<file path="src/rtl/contiguous_block_allocator_defines.svh">
// Assertion macros for the contiguous block allocator.
// Included by the RTL modules that carry assertions; no other dependencies.
`ifndef CONTIGUOUS_BLOCK_ALLOCATOR_DEFINES_SVH
`define CONTIGUOUS_BLOCK_ALLOCATOR_DEFINES_SVH
`ifndef NO_ASSERTIONS
`define CBA_ASSERT_NOW(label, clk, rst, ante, cons) \
   label: assert property (@(posedge clk) disable iff (rst) (ante) |-> (cons)) \
      else $error("contiguous_block_allocator assertion failed");
`define CBA_ASSERT_NEXT(label, clk, rst, ante, cons) \
   label: assert property (@(posedge clk) disable iff (rst) (ante) |=> (cons)) \
      else $error("contiguous_block_allocator assertion failed");
`else
`define CBA_ASSERT_NOW(label, clk, rst, ante, cons)
`define CBA_ASSERT_NEXT(label, clk, rst, ante, cons)
`endif
`endif

</file>
<file path="src/rtl/cba_pkg.sv">
// Shared constants, types and enums for the contiguous block allocator.
// No dependencies.
`default_nettype none
package cba_pkg;
   localparam int MAX_BLOCKS  = 1024;
   localparam int BLOCK_BYTES = 64;
   // block size must be a power of two
   localparam int BLOCK_SHIFT = $clog2(BLOCK_BYTES);
   localparam int WORD_BITS   = 8;
   localparam int CELLS       = MAX_BLOCKS / WORD_BITS;
   localparam int CELL_W      = $clog2(CELLS);
   localparam int SUB_W       = $clog2(WORD_BITS);
   localparam int IDX_W       = CELL_W + SUB_W;
   localparam int POS_W       = $clog2(MAX_BLOCKS + 1);
   localparam int LEN_W       = 16;
   localparam int START_W     = 10;
   localparam int RUN_W       = 10;
   localparam int CFG_W       = 11;
   localparam int NEED_MAX    = ((1 << LEN_W) - 1 + BLOCK_BYTES - 1) / BLOCK_BYTES;
   localparam int NEED_W      = $clog2(NEED_MAX + 1);
   localparam int SUM_W       = $clog2(MAX_BLOCKS + NEED_MAX + 1);
   localparam logic [CFG_W-1:0] CFG_RESET = CFG_W'(1024);

   typedef enum logic {
      OP_ALLOC = 1'b0,
      OP_FREE  = 1'b1
   } op_type;

   typedef enum logic [1:0] {
      ST_IDLE,
      ST_SCAN,
      ST_MARK,
      ST_DONE
   } state_type;

   typedef struct packed {
      op_type             operation;
      logic [START_W-1:0] start_block;
      logic [LEN_W-1:0]   length_bytes;
   } req_word_type;

   typedef struct packed {
      logic             success;
      logic [RUN_W-1:0] run_start;
   } rsp_word_type;

   typedef struct packed {
      logic                 shift;
      logic [WORD_BITS-1:0] word;
   } ring_feed_type;
endpackage
`default_nettype wire

</file>
<file path="src/rtl/cba_cell.sv">
// One cell of the used-map ring: holds one word of block flags.
// Depends on cba_pkg.
`default_nettype none
module cba_cell (
   input  wire logic                          clock,
   input  wire logic                          reset,
   input  wire logic                          shift,
   input  wire logic [cba_pkg::WORD_BITS-1:0] din,
   output logic      [cba_pkg::WORD_BITS-1:0] dout
);
   logic [cba_pkg::WORD_BITS-1:0] word_ff;
   logic [cba_pkg::WORD_BITS-1:0] word_in;

   assign word_in = shift ? din : word_ff;

   always_ff @(posedge clock) begin
      if (reset) begin
         word_ff <= '0;
      end else begin
         word_ff <= word_in;
      end
   end

   assign dout = word_ff;
endmodule
`default_nettype wire

</file>
<file path="src/rtl/cba_ctrl.sv">
// Sequencer for the allocator: first-fit scan and mark passes over the ring head.
// Depends on cba_pkg and contiguous_block_allocator_defines.svh.
`default_nettype none
`include "contiguous_block_allocator_defines.svh"
module cba_ctrl (
   input  wire logic                          clock,
   input  wire logic                          reset,
   input  wire logic                          start,
   output logic                               busy,
   input  wire cba_pkg::req_word_type         req_word,
   input  wire logic [cba_pkg::CFG_W-1:0]     total_blocks,
   input  wire logic [cba_pkg::WORD_BITS-1:0] head_word,
   output cba_pkg::ring_feed_type             feed,
   output logic                               rsp_valid,
   output cba_pkg::rsp_word_type              rsp_word
);
   cba_pkg::state_type              state_ff, state_in;
   cba_pkg::op_type                 op_ff, op_in;
   logic [cba_pkg::NEED_W-1:0]      need_ff, need_in;
   logic [cba_pkg::POS_W-1:0]       start_ff, start_in;
   logic [cba_pkg::NEED_W-1:0]      run_ff, run_in;
   logic [cba_pkg::CELL_W-1:0]      widx_ff, widx_in;
   logic                            success_ff, success_in;
   logic [cba_pkg::RUN_W-1:0]       run_start_ff, run_start_in;

   logic                            accept;
   logic [cba_pkg::LEN_W:0]         len_sum;
   logic [cba_pkg::NEED_W-1:0]      need_req;
   logic [cba_pkg::POS_W-1:0]       lim;
   logic [cba_pkg::POS_W-1:0]       pos;
   logic [cba_pkg::NEED_W-1:0]      scan_run;
   logic [cba_pkg::POS_W-1:0]       scan_start;
   logic [cba_pkg::SUM_W-1:0]       hi;
   logic [cba_pkg::SUM_W-1:0]       lo;
   logic [cba_pkg::SUM_W-1:0]       mpos;
   logic [cba_pkg::WORD_BITS-1:0]   mark_word;
   logic                            last_word;

   assign accept    = start && (state_ff == cba_pkg::ST_IDLE);
   assign busy      = (state_ff != cba_pkg::ST_IDLE);
   assign len_sum   = {1'b0, req_word.length_bytes} +
                      (cba_pkg::LEN_W + 1)'(cba_pkg::BLOCK_BYTES - 1);
   assign need_req  = cba_pkg::NEED_W'(len_sum >> cba_pkg::BLOCK_SHIFT);
   assign lim       = (total_blocks > cba_pkg::CFG_W'(cba_pkg::MAX_BLOCKS)) ?
                      cba_pkg::POS_W'(cba_pkg::MAX_BLOCKS) :
                      cba_pkg::POS_W'(total_blocks);
   assign last_word = (widx_ff == cba_pkg::CELL_W'(cba_pkg::CELLS - 1));
   assign lo        = cba_pkg::SUM_W'(start_ff);
   assign hi        = cba_pkg::SUM_W'(start_ff) + cba_pkg::SUM_W'(need_ff);

   // first-fit step over one word
   always_comb begin
      scan_run   = run_ff;
      scan_start = start_ff;
      pos        = '0;
      for (int j = 0; j < cba_pkg::WORD_BITS; j++) begin
         pos = cba_pkg::POS_W'({widx_ff, cba_pkg::SUB_W'(j)});
         if ((pos < lim) && (scan_run < need_ff)) begin
            if (!head_word[j]) begin
               scan_run = scan_run + 1'b1;
            end else begin
               scan_run   = '0;
               scan_start = pos + 1'b1;
            end
         end
      end
   end

   // set or clear the flags of the run inside this word
   always_comb begin
      mpos = '0;
      for (int j = 0; j < cba_pkg::WORD_BITS; j++) begin
         mpos = cba_pkg::SUM_W'({widx_ff, cba_pkg::SUB_W'(j)});
         if ((mpos >= lo) && (mpos < hi)) begin
            mark_word[j] = (op_ff == cba_pkg::OP_ALLOC);
         end else begin
            mark_word[j] = head_word[j];
         end
      end
   end

   always_comb begin
      state_in     = state_ff;
      op_in        = op_ff;
      need_in      = need_ff;
      start_in     = start_ff;
      run_in       = run_ff;
      widx_in      = widx_ff;
      success_in   = success_ff;
      run_start_in = run_start_ff;
      feed.shift   = 1'b0;
      feed.word    = head_word;
      case (state_ff)
         cba_pkg::ST_IDLE: begin
            if (accept) begin
               op_in    = req_word.operation;
               need_in  = need_req;
               start_in = (req_word.operation == cba_pkg::OP_FREE) ?
                          cba_pkg::POS_W'(req_word.start_block) : '0;
               run_in   = '0;
               widx_in  = '0;
               state_in = (req_word.operation == cba_pkg::OP_ALLOC) ?
                          cba_pkg::ST_SCAN : cba_pkg::ST_MARK;
            end
         end
         cba_pkg::ST_SCAN: begin
            feed.shift = 1'b1;
            run_in     = scan_run;
            start_in   = scan_start;
            widx_in    = widx_ff + 1'b1;
            if (last_word) begin
               if (scan_run == need_ff) begin
                  state_in = cba_pkg::ST_MARK;
               end else begin
                  success_in   = 1'b0;
                  run_start_in = '0;
                  state_in     = cba_pkg::ST_DONE;
               end
            end
         end
         cba_pkg::ST_MARK: begin
            feed.shift = 1'b1;
            feed.word  = mark_word;
            widx_in    = widx_ff + 1'b1;
            if (last_word) begin
               success_in   = 1'b1;
               run_start_in = (op_ff == cba_pkg::OP_ALLOC) ?
                              cba_pkg::RUN_W'(start_ff) : '0;
               state_in     = cba_pkg::ST_DONE;
            end
         end
         cba_pkg::ST_DONE: begin
            state_in = cba_pkg::ST_IDLE;
         end
         default: begin
            state_in = cba_pkg::ST_IDLE;
         end
      endcase
   end

   always_ff @(posedge clock) begin
      if (reset) begin
         state_ff <= cba_pkg::ST_IDLE;
         widx_ff  <= '0;
      end else begin
         state_ff <= state_in;
         widx_ff  <= widx_in;
      end
   end

   always_ff @(posedge clock) begin
      op_ff        <= op_in;
      need_ff      <= need_in;
      start_ff     <= start_in;
      run_ff       <= run_in;
      success_ff   <= success_in;
      run_start_ff <= run_start_in;
   end

   assign rsp_valid          = (state_ff == cba_pkg::ST_DONE);
   assign rsp_word.success   = success_ff;
   assign rsp_word.run_start = run_start_ff;

   `CBA_ASSERT_NEXT(a_accept_busy, clock, reset, accept, busy)
   `CBA_ASSERT_NEXT(a_strobe_single, clock, reset, rsp_valid, !rsp_valid)
   `CBA_ASSERT_NOW(a_fail_zero, clock, reset, rsp_valid && !rsp_word.success,
      rsp_word.run_start == '0)
   `CBA_ASSERT_NOW(a_free_ok, clock, reset, rsp_valid && (op_ff == cba_pkg::OP_FREE),
      rsp_word.success && (rsp_word.run_start == '0))
   `CBA_ASSERT_NOW(a_idle_aligned, clock, reset, state_ff == cba_pkg::ST_IDLE,
      widx_ff == '0)
endmodule
`default_nettype wire

</file>
<file path="src/rtl/contiguous_block_allocator.sv">
// Top level of the first-fit contiguous block allocator.
// Depends on cba_pkg, cba_cell and cba_ctrl.
//
// Usage:
//  - Request: drive req_word and raise start; the word is taken at a rising
//    edge where start is high and busy is low. busy stays high until the
//    response has been shown.
//  - Response: rsp_valid is high for exactly one cycle with rsp_word; the
//    receiver cannot stall, so it must take the word in that cycle.
//  - The used map sits in a ring of 128 cells of 8 blocks each; the ring
//    advances one cell per cycle during a scan or mark pass and the head
//    cell passes through the sequencer, which handles 8 blocks per cycle.
//  - From accept to rsp_valid: allocate that fails runs a scan lap,
//    allocate that succeeds a scan lap then a mark lap, free a mark lap
//    only. Next request can be taken in the cycle after the response.
//  - Config: csr_data (total_blocks) is written when csr_valid and csr_ready
//    are high; csr_ready is high while the block is idle.
//  - Reset: all blocks free, total_blocks = 1024, no response pending.
`default_nettype none
module contiguous_block_allocator (
   input  wire logic                      clock,
   input  wire logic                      reset,
   input  wire logic                      start,
   output logic                           busy,
   input  wire cba_pkg::req_word_type     req_word,
   output logic                           rsp_valid,
   output cba_pkg::rsp_word_type          rsp_word,
   input  wire logic                      csr_valid,
   output logic                           csr_ready,
   input  wire logic [cba_pkg::CFG_W-1:0] csr_data
);
   logic [cba_pkg::CFG_W-1:0]     total_blocks_ff;
   logic [cba_pkg::CFG_W-1:0]     total_blocks_in;
   logic [cba_pkg::WORD_BITS-1:0] cell_out [cba_pkg::CELLS];
   cba_pkg::ring_feed_type        feed;

   assign csr_ready       = !busy;
   assign total_blocks_in = (csr_valid && csr_ready) ? csr_data : total_blocks_ff;

   always_ff @(posedge clock) begin
      if (reset) begin
         total_blocks_ff <= cba_pkg::CFG_RESET;
      end else begin
         total_blocks_ff <= total_blocks_in;
      end
   end

   for (genvar i = 0; i < cba_pkg::CELLS; i++) begin : g_ring
      if (i == cba_pkg::CELLS - 1) begin : g_tail
         cba_cell u_cell (
            .clock (clock),
            .reset (reset),
            .shift (feed.shift),
            .din   (feed.word),
            .dout  (cell_out[i])
         );
      end else begin : g_body
         cba_cell u_cell (
            .clock (clock),
            .reset (reset),
            .shift (feed.shift),
            .din   (cell_out[i+1]),
            .dout  (cell_out[i])
         );
      end
   end

   cba_ctrl u_ctrl (
      .clock        (clock),
      .reset        (reset),
      .start        (start),
      .busy         (busy),
      .req_word     (req_word),
      .total_blocks (total_blocks_ff),
      .head_word    (cell_out[0]),
      .feed         (feed),
      .rsp_valid    (rsp_valid),
      .rsp_word     (rsp_word)
   );
endmodule
`default_nettype wire

</file>
<file path="config.mk">
export PLATFORM = sky130hd
export DESIGN_NAME = contiguous_block_allocator
export DESIGN_NICKNAME = d
export VERILOG_FILES = /design/src/rtl/cba_pkg.sv /design/src/rtl/cba_cell.sv /design/src/rtl/cba_ctrl.sv /design/src/rtl/contiguous_block_allocator.sv
export VERILOG_INCLUDE_DIRS = /design/src /design/src/rtl
export SDC_FILE = /design/constraint.sdc
export NUM_CORES = 2
export LEC_CHECK = 0
export BUFFER_PORTS_ARGS = -buffer_cell sky130_fd_sc_hd__buf_4
export CORE_MARGIN = 2
export CORE_UTILIZATION = 45
export DETAILED_ROUTE_END_ITERATION = 12
export HOLD_SLACK_MARGIN = 0.15
export MAX_ROUTING_LAYER = met4
export PLACE_DENSITY = 0.71
export SYNTH_ARGS = -nofsm -noshare
export SYNTH_HDL_FRONTEND = slang
export SYNTH_HIERARCHICAL = 1
export SYNTH_SLANG_ARGS = --single-unit
</file>
<file path="constraint.sdc">
create_clock -name clock -period 26.4 [get_ports clock]
set_input_delay 2.64 -clock clock [delete_from_list [all_inputs] [get_ports clock]]
set_output_delay 2.64 -clock clock [all_outputs]
set_load 0.05 [all_outputs]
</file>
-- Word-level counts from Yosys, hierarchy flattened
Index checks and enable logic that the tools add are counted.
- output and inout bits: 14
- input port bits: 42
- register bits: 1089
- word-level logic and storage cells: 294
- add/sub/neg operators: 19
- multiplexer cells: 65
- bitwise logic cells: 1
- eq/ne operators: 9
- reduce and logical (&&, ||, !) cells: 30
- order comparisons: 33
- operator list (operator ; number):
    two-way mux 11 bit ; 35
    < comparator 10 x 12 -> 1 bit ; 8
    adder 10 x 1 -> 11 bit, second input constant ; 8
    adder 11 x 1 -> 11 bit, second input constant ; 8
    >= comparator 10 x 11 -> 1 bit ; 8
    < comparator 10 x 11 -> 1 bit ; 8
    < comparator 11 bit ; 8
    two-way mux 10 bit ; 5
    one-hot mux 11 bit (2 select lines) ; 2
    one-hot mux 10 bit (2 select lines) ; 1
    logical AND 1 bit ; 18
    adder 16 x 6 -> 17 bit, second input constant ; 1
    one-hot mux 7 bit (2 select lines) ; 1
    two-way mux 1 bit ; 13
    adder 11 x 11 -> 12 bit ; 1
    == test 11 bit ; 1
    > comparator 11 bit, second input constant ; 1
    two-way mux 2 bit ; 4
    two-way mux 8 bit ; 1
    one-hot mux 2 bit (4 select lines) ; 1
    nonzero test 2 bit ; 4
    adder 7 x 1 -> 7 bit, second input constant ; 1
    == test 7 bit, second input constant ; 1
    two-way mux 7 bit ; 1
    other kinds (12) ; 17

-- Logic depth before layout (Yosys ltp)
- word-level depth: 30
- mapped depth: 109
- mapped depth without buffers: 102

-- Hierarchy
The synthesis kept the hierarchy.
- modules (own cells, without submodules) (module ; sequential area each (µm²) ; area each (µm²) ; times used ; cells an instance):
    cba_cell ; 160.2 ; 285.3 ; 128 ; 26
    cba_ctrl ; 1531.5 ; 9430.3 ; 1 ; 1216
    contiguous_block_allocator ; 220.2 ; 544.3 ; 1 ; 51

-- Least setup slack after synthesis
No wires, ideal clock.
- path type: flip-flop to flip-flop
- start: register total_blocks_ff[10] in the netlist's numbering
- end: register u_ctrl/run_start_ff[0] in the netlist's numbering (enable)
- setup slack: 4.519 ns
- data required time: 26.003 ns
- library setup time: 0.397 ns
- period minus slack after synthesis: 21.881 ns
- buffers on the path: 7
- arrival time: 21.484 ns
- cell stages (with the launch flop): 102
- cell sequence: dfxtp_1 -> inv_1 -> buf_2 -> nand2_1 -> inv_1 -> ha_1 -> and4_1 -> and2_4 -> buf_6 -> a221o_2 -> nor3_2 -> buf_2 -> o21ai_0 -> a21oi_1 -> inv_1 -> ha_1 -> nand4_1 -> a211oi_1 -> (+66 left out) -> nor4_2 -> a2111o_1 -> o21ai_2 -> ha_1 -> nand4_1 -> nor2_1 -> a221oi_1 -> o2111ai_1 -> a41o_1 -> inv_1 -> o2111ai_1 -> a21oi_1 -> nand4b_1 -> nor4b_2 -> xor2_1 -> mux2i_1 -> nor3_1 -> a211oi_1
- word-level cells in the longest chain between the ends: 29
- elaborated cells on any way between the ends: 50
- those cells by class: 7 x add/sub; 16 x order compare; 2 x eq/ne; 16 x mux; 9 x reduce/logical
- ends and longest elaborated chain (what ; line ; text):
    from (decl) ; contiguous_block_allocator.sv:32 ; logic [cba_pkg::CFG_W-1:0] total_blocks_ff;
    from (signal assigned) ; contiguous_block_allocator.sv:42 ; total_blocks_ff <= cba_pkg::CFG_RESET;
    from (signal assigned) ; contiguous_block_allocator.sv:44 ; total_blocks_ff <= total_blocks_in;
    > comparator 11 bit ; cba_ctrl.sv:44 ; assign lim = (total_blocks > cba_pkg::CFG_W'(cba_pkg::MAX_BLOCKS)) ?
    two-way mux 11 bit (*) ; cba_ctrl.sv:44 ;
    < comparator 10 x 11 -> 1 bit ; cba_ctrl.sv:58 ; if ((pos < lim) && (scan_run < need_ff)) begin
    logical AND 1 bit ; cba_ctrl.sv:58 ;
    two-way mux 11 bit ; cba_ctrl.sv:58 ;
    adder 11 x 1 -> 11 bit / < comparator 11 bit (equally long branches) ; cba_ctrl.sv:60, cba_ctrl.sv:58 ;
    two-way mux 11 bit / logical AND 1 bit (equally long branches) ; cba_ctrl.sv:59, cba_ctrl.sv:58 ;
    two-way mux 11 bit ; cba_ctrl.sv:58 ;
    (+13 left out) ; - ;
    two-way mux 11 bit / logical AND 1 bit (equally long branches) ; cba_ctrl.sv:59, cba_ctrl.sv:58 ;
    two-way mux 11 bit ; cba_ctrl.sv:58 ;
    adder 11 x 1 -> 11 bit / < comparator 11 bit (equally long branches) ; cba_ctrl.sv:60, cba_ctrl.sv:58 ;
    two-way mux 11 bit / logical AND 1 bit (equally long branches) ; cba_ctrl.sv:59, cba_ctrl.sv:58 ;
    two-way mux 11 bit (*) ; cba_ctrl.sv:58 ;
    == test 11 bit (*) ; cba_ctrl.sv:112 ; if (scan_run == need_ff) begin
    inequality test 2 bit (no line) (*) ; - ;
    AND reduction 4 bit (no line) (*) ; - ;
    to (signal assigned) ; cba_ctrl.sv:157 ; run_start_ff <= run_start_in;
    to (decl) ; cba_ctrl.sv:24 ; logic [cba_pkg::RUN_W-1:0] run_start_ff, run_start_in;
Mark *: on every way between the ends. The rest lies on a longest branch, timed or not.
A chain may end at the register's enable or synchronous reset.

-- Worst setup path in the final report
- start: register u_ctrl/need_ff[6] in the netlist's numbering
- end: register u_ctrl/run_start_ff[4] in the netlist's numbering (enable)
- word-level cells in the longest chain between the ends: 27
- elaborated cells on any way between the ends: 41
- those cells by class: 7 x add/sub; 8 x order compare; 2 x eq/ne; 15 x mux; 9 x reduce/logical
- ends and longest elaborated chain (what ; line ; text):
    from (decl) ; cba_ctrl.sv:19 ; logic [cba_pkg::NEED_W-1:0] need_ff, need_in;
    from (signal assigned) ; cba_ctrl.sv:153 ; need_ff <= need_in;
    < comparator 11 bit ; cba_ctrl.sv:58 ;
    logical AND 1 bit ; cba_ctrl.sv:58 ;
    two-way mux 11 bit ; cba_ctrl.sv:58 ;
    adder 11 x 1 -> 11 bit / < comparator 11 bit (equally long branches) ; cba_ctrl.sv:60, cba_ctrl.sv:58 ;
    two-way mux 11 bit / logical AND 1 bit (equally long branches) ; cba_ctrl.sv:59, cba_ctrl.sv:58 ;
    two-way mux 11 bit ; cba_ctrl.sv:58 ;
    adder 11 x 1 -> 11 bit / < comparator 11 bit (equally long branches) ; cba_ctrl.sv:60, cba_ctrl.sv:58 ;
    two-way mux 11 bit / logical AND 1 bit (equally long branches) ; cba_ctrl.sv:59, cba_ctrl.sv:58 ;
    (+11 left out) ; - ;
    two-way mux 11 bit / logical AND 1 bit (equally long branches) ; cba_ctrl.sv:59, cba_ctrl.sv:58 ;
    two-way mux 11 bit ; cba_ctrl.sv:58 ;
    adder 11 x 1 -> 11 bit / < comparator 11 bit (equally long branches) ; cba_ctrl.sv:60, cba_ctrl.sv:58 ;
    two-way mux 11 bit / logical AND 1 bit (equally long branches) ; cba_ctrl.sv:59, cba_ctrl.sv:58 ;
    two-way mux 11 bit ; cba_ctrl.sv:58 ;
    == test 11 bit (*) ; cba_ctrl.sv:112 ;
    inequality test 2 bit (no line) (*) ; - ;
    AND reduction 4 bit (no line) (*) ; - ;
Marks and branches as above.

==> Implementation_results.wiki <==
{| class="wikitable"
! Metric !! Value
|-
| Proportion of synthesized flip-flops having asynchronous set or reset || 0%
|-
| Worst skew pair latency || about 0.68 ns
|-
| Post-synth EDFFs || between 40 and 50
|-
| Post-Layout Cell Count || around 5.9k
|-
| Initial antenna violation count || 0
|-
| TritonCTS clock tree || done
|-
| Max Clk Rate || roughly 40 MHz
|-
| Flip-flop and latch area || 22300 sq um
|-
| GR Util All Layers || ~17%
|-
| Final critical-path required period || around 24 ns
|-
| Routed vias/inst || 5.09
|-
| Number of pins exceeding their max-slew limit in the final report || 0
|-
| Antenna Cells || 0
|-
| Remaining global-route overflow || 0
|-
| Seq cells post-synth || ~1.1k
|-
| Transition at the pin with the smallest max-transition slack || about 1.1 ns
|-
| Estimated wirelength of the detail-placed design || between 50000 and 60000 um
|-
| Area of the core || 102000 sq um
|-
| Total CTS buffers || between 100 and 150
|-
| Run status || complete, no violations
|-
| Setup Viol. Count Final || 0
|-
| Global-route wire length before repair || ~140000 um
|-
| Classification of the worst setup path || flip-flop to flip-flop
|-
| Most frequent cell on the critical path || sky130_fd_sc_hd__ha_1
|-
| Net Count, Synth || around 4.8k
|-
| Required time of the critical path || between 20 and 30 ns
|-
| Clk buf depth || 3
|-
| Crit path largest cell delay || between 0.5 and 0.6 ns
|-
| Initial DRT Pass Iterations || 5
|-
| Unrepaired setup endpoints after global routing || false
|-
| Height of the die || 325 um
|-
| Master of the slowest instance on the critical path || sky130_fd_sc_hd__or3_1
|-
| Die area || 106000 sq um
|-
| Count of unique library cells instantiated by Yosys || just over 100
|-
| Inst Count DP || 5752
|-
| Number of I/O pins || 56
|-
| Per-instance average area after synthesis || between 10 and 15 sq um
|-
| Final clock period utilization by the worst path || 92.4%
|-
| X dimension of the die || between 300 and 400 um
|-
| Critical path data arrival time || between 20 and 25 ns
|-
| Via total after detailed routing || 30.3k
|-
| Number of buffers added on ports || 55
|-
| Number of hold violations in the final report || 0
|-
| Proportion of layout cells with a drive suffix above 1 || under 10%
|-
| Largest fanout of any net on the critical path || 13
|-
| Maximum number of pins on one net before global-route repair || 223
|-
| Synthesis-to-layout area growth || 8.62%
|-
| Fin nets || between 4k and 5k
|-
| Clock transition time at the flip-flop clock pins of the worst setup and hold paths || roughly 0.06 ns
|-
| Total wire length after detailed routing || roughly 90000 um
|-
| Nature of the critical path endpoint || flip-flop
|-
| Mapped Cells || 4595
|-
| Cell area after synthesis || about 46000 sq um
|-
| Setup TNS || 0 ns
|-
| CP Launch Type || flip-flop
|-
| Routability Congestion || between 0.9 and 1
|-
| Number of global-route vias before repair || 28.3k
|-
| Sinks on Clock Net || around 1.1k
|-
| Largest clock skew in the final design || 0.0324 ns
|-
| Row cnt || between 100 and 150
|-
| Initial cell density of the core || 45.5%
|-
| Max-cap violations || 0
|-
| Detail-routed net length per standard cell || about 15 um
|-
| Final routed DRC violation total || 0
|-
| Total area of multi-input combinational cells || between 20000 and 25000 sq um
|-
| Most used flip-flop cell after synthesis || sky130_fd_sc_hd__dfxtp_1
|-
| Worst min path class || flip-flop to flip-flop
|-
| H-tree Lvls || 3
|-
| Commonest non-fill, non-tap cell in the layout || sky130_fd_sc_hd__nor2_1
|-
| Proportion of synthesized chip area in sequential cells || between 40% and 50%
|-
| Violation count after the first detailed-routing iteration || 1827
|-
| Commonest non-fill, non-tap cells in the layout || sky130_fd_sc_hd__nor2_1, sky130_fd_sc_hd__mux2i_1, sky130_fd_sc_hd__dfxtp_1, sky130_fd_sc_hd__ha_1, sky130_fd_sc_hd__clkbuf_16
|-
| Antenna-violating nets left || 0
|-
| Number of hold-repair buffers added at the cts stage || 0
|-
| Number of warnings issued by yosys || 6
|-
| Root Buffer Master || sky130_fd_sc_hd__clkbuf_16
|-
| Final-layout fill cell count || 9444
|-
| Max transition margin || 26.0%
|}
-- routing by layer --
| metal | GRT usage, % | vias up | part of all wire, % |
|---|---|---|---|
| met1 | 21.6 | 14200 | 48 |
| met4 | 5.12 | 0 | 2.6 |
| met3 | 2.57 | 159 | 3.3 |
| met2 | 26.5 | 388 | 46 |
| li1 | - | 15600 | - |
| met5 | - | - | 0 |
-- area by class of cell --
| type | instances | share of cell area (%) |
|---|---|---|
| clock buffers | 151 | 5.99 |
| repair buffers | 93 | 1.47 |
| flip-flops and latches | 1089 | 44.1 |
| clock inverters | 44 | 1.23 |
| well taps | 1368 | 3.39 |
| multi-input cells | 3112 | 43.2 |
| inverters | 90 | 0.676 |
-- registers in the layout, summed over array words and instances, names as in the netlist --
signal	flops
g_ring.g_body.u_cell/dout	1016
total_blocks_ff	11
u_ctrl/need_ff	11
u_ctrl/run_ff	11
u_ctrl/start_ff	11
u_ctrl/run_start_ff	10
g_ring.g_tail.u_cell/dout	8
u_ctrl/widx_ff	7
u_ctrl/state_ff	2
u_ctrl/op_ff	1
u_ctrl/success_ff	1
-- kinds of logic (layout without fill, tap and decap cells) --
kind of cell / after synthesis / count (layout) / synth area share [%]
and+or+nand+nor: 1521 / 1521 / 14.1
DFF: 1089 / 1089 / 47.9
muxes: 1060 / 1060 / 22.9
buffers and inverters: 394 / 378 / 5.33
AOI/OAI and AO/OA: 356 / 356 / 5.43
adders and majority gates: 129 / 129 / 3.49
xor gates and xnor gates: 46 / 46 / 0.907
-- final timing paths --
kind / startpoint / end / slack [ns] / depth (start not counted)
worst min register to register: g_ring[78].g_body.u_cell/dout[6] / g_ring[77].g_body.u_cell/dout[6] / 0.47 / 2
worst max-delay path: u_ctrl/need_ff[6] / u_ctrl/run_start_ff[4] / 2.01 / 93
worst max register to register: u_ctrl/need_ff[6] / u_ctrl/run_start_ff[4] / 2.01 / 93
worst min-delay path: g_ring[78].g_body.u_cell/dout[6] / g_ring[77].g_body.u_cell/dout[6] / 0.47 / 2
-- what timing repair did --
item | CTS | global route
resized for setup | 0 | 7
setup endpoints to repair | 0 | 13
setup buffers | 0 | 0
-- Yosys cell counts (5+ instances only) --
| cell type | instances | share of area, % |
|---|---|---|
| sky130_fd_sc_hd__nand3b_1 | 7 | 0.11 |
| sky130_fd_sc_hd__o21a_1 | 14 | 0.23 |
| sky130_fd_sc_hd__a21o_1 | 20 | 0.32 |
| sky130_fd_sc_hd__mux2i_1 | 1051 | 23 |
| sky130_fd_sc_hd__dfxtp_1 | 1044 | 45 |
| sky130_fd_sc_hd__nand2b_1 | 21 | 0.28 |
| sky130_fd_sc_hd__and2_1 | 29 | 0.39 |
| sky130_fd_sc_hd__a2bb2oi_1 | 7 | 0.13 |
| sky130_fd_sc_hd__nand2_1 | 95 | 0.77 |
| sky130_fd_sc_hd__o211a_1 | 8 | 0.17 |
| sky130_fd_sc_hd__a22o_1 | 6 | 0.11 |
| sky130_fd_sc_hd__nor2b_1 | 24 | 0.32 |
| sky130_fd_sc_hd__and3_1 | 18 | 0.24 |
| sky130_fd_sc_hd__o211ai_1 | 19 | 0.31 |
| sky130_fd_sc_hd__nand3_1 | 53 | 0.57 |
| sky130_fd_sc_hd__ha_1 | 128 | 3.4 |
| sky130_fd_sc_hd__o31ai_1 | 10 | 0.16 |
| sky130_fd_sc_hd__nor3_1 | 30 | 0.32 |
| sky130_fd_sc_hd__nand4bb_1 | 10 | 0.24 |
| sky130_fd_sc_hd__xnor2_1 | 34 | 0.64 |
| sky130_fd_sc_hd__buf_1 | 130 | 1.0 |
| sky130_fd_sc_hd__a21oi_1 | 86 | 0.93 |
| sky130_fd_sc_hd__mux2_2 | 8 | 0.19 |
| sky130_fd_sc_hd__nor2_1 | 1123 | 9.1 |
| sky130_fd_sc_hd__nor4_1 | 16 | 0.22 |
| sky130_fd_sc_hd__o311ai_0 | 5 | 0.094 |
| sky130_fd_sc_hd__or4_1 | 5 | 0.081 |
| sky130_fd_sc_hd__a211oi_1 | 23 | 0.37 |
| sky130_fd_sc_hd__o21ai_0 | 58 | 0.62 |
| sky130_fd_sc_hd__a31oi_1 | 13 | 0.17 |
| sky130_fd_sc_hd__edfxtp_1 | 45 | 2.9 |
| sky130_fd_sc_hd__buf_6 | 130 | 3.1 |
| sky130_fd_sc_hd__or3_1 | 15 | 0.20 |
| sky130_fd_sc_hd__xor2_1 | 11 | 0.21 |
| sky130_fd_sc_hd__buf_2 | 12 | 0.13 |
| sky130_fd_sc_hd__inv_1 | 90 | 0.73 |
| sky130_fd_sc_hd__clkbuf_1 | 30 | 0.24 |
| sky130_fd_sc_hd__nand4_1 | 35 | 0.47 |
| sky130_fd_sc_hd__a211o_1 | 6 | 0.11 |
| sky130_fd_sc_hd__o21ai_2 | 11 | 0.21 |
| sky130_fd_sc_hd__a31o_2 | 6 | 0.11 |
-- critical path: cells and delay by family, from the launching register on --
kind	cells	cell delay, ns
and+or+nand+nor	43	10.96
xor gates and xnor gates	2	0.37
DFF	1	0.43
AOI/OAI and AO/OA	33	8.66
adders and majority gates	8	2.52
buffers and inverters	7	1.13
-- metrics by stage --
stage / worst slack (ns) / hold slack (ns) / area, sq um / util (%)
after floorplan: 4.52 / 0.453 / 46500 / -
after global placement: 2.17 / 0.472 / 46800 / 45.8
after detailed placement: 1.61 / 0.471 / 46800 / 45.8
after CTS: 1.51 / 0.480 / 50500 / 49.4
after global routing: 0.0813 / 0.505 / 50500 / 49.4
final: 2.01 / 0.475 / 50500 / 49.4
Power is not shown: default switching activity piles up to over one toggle a cycle in this logic, so the estimate is an artifact.
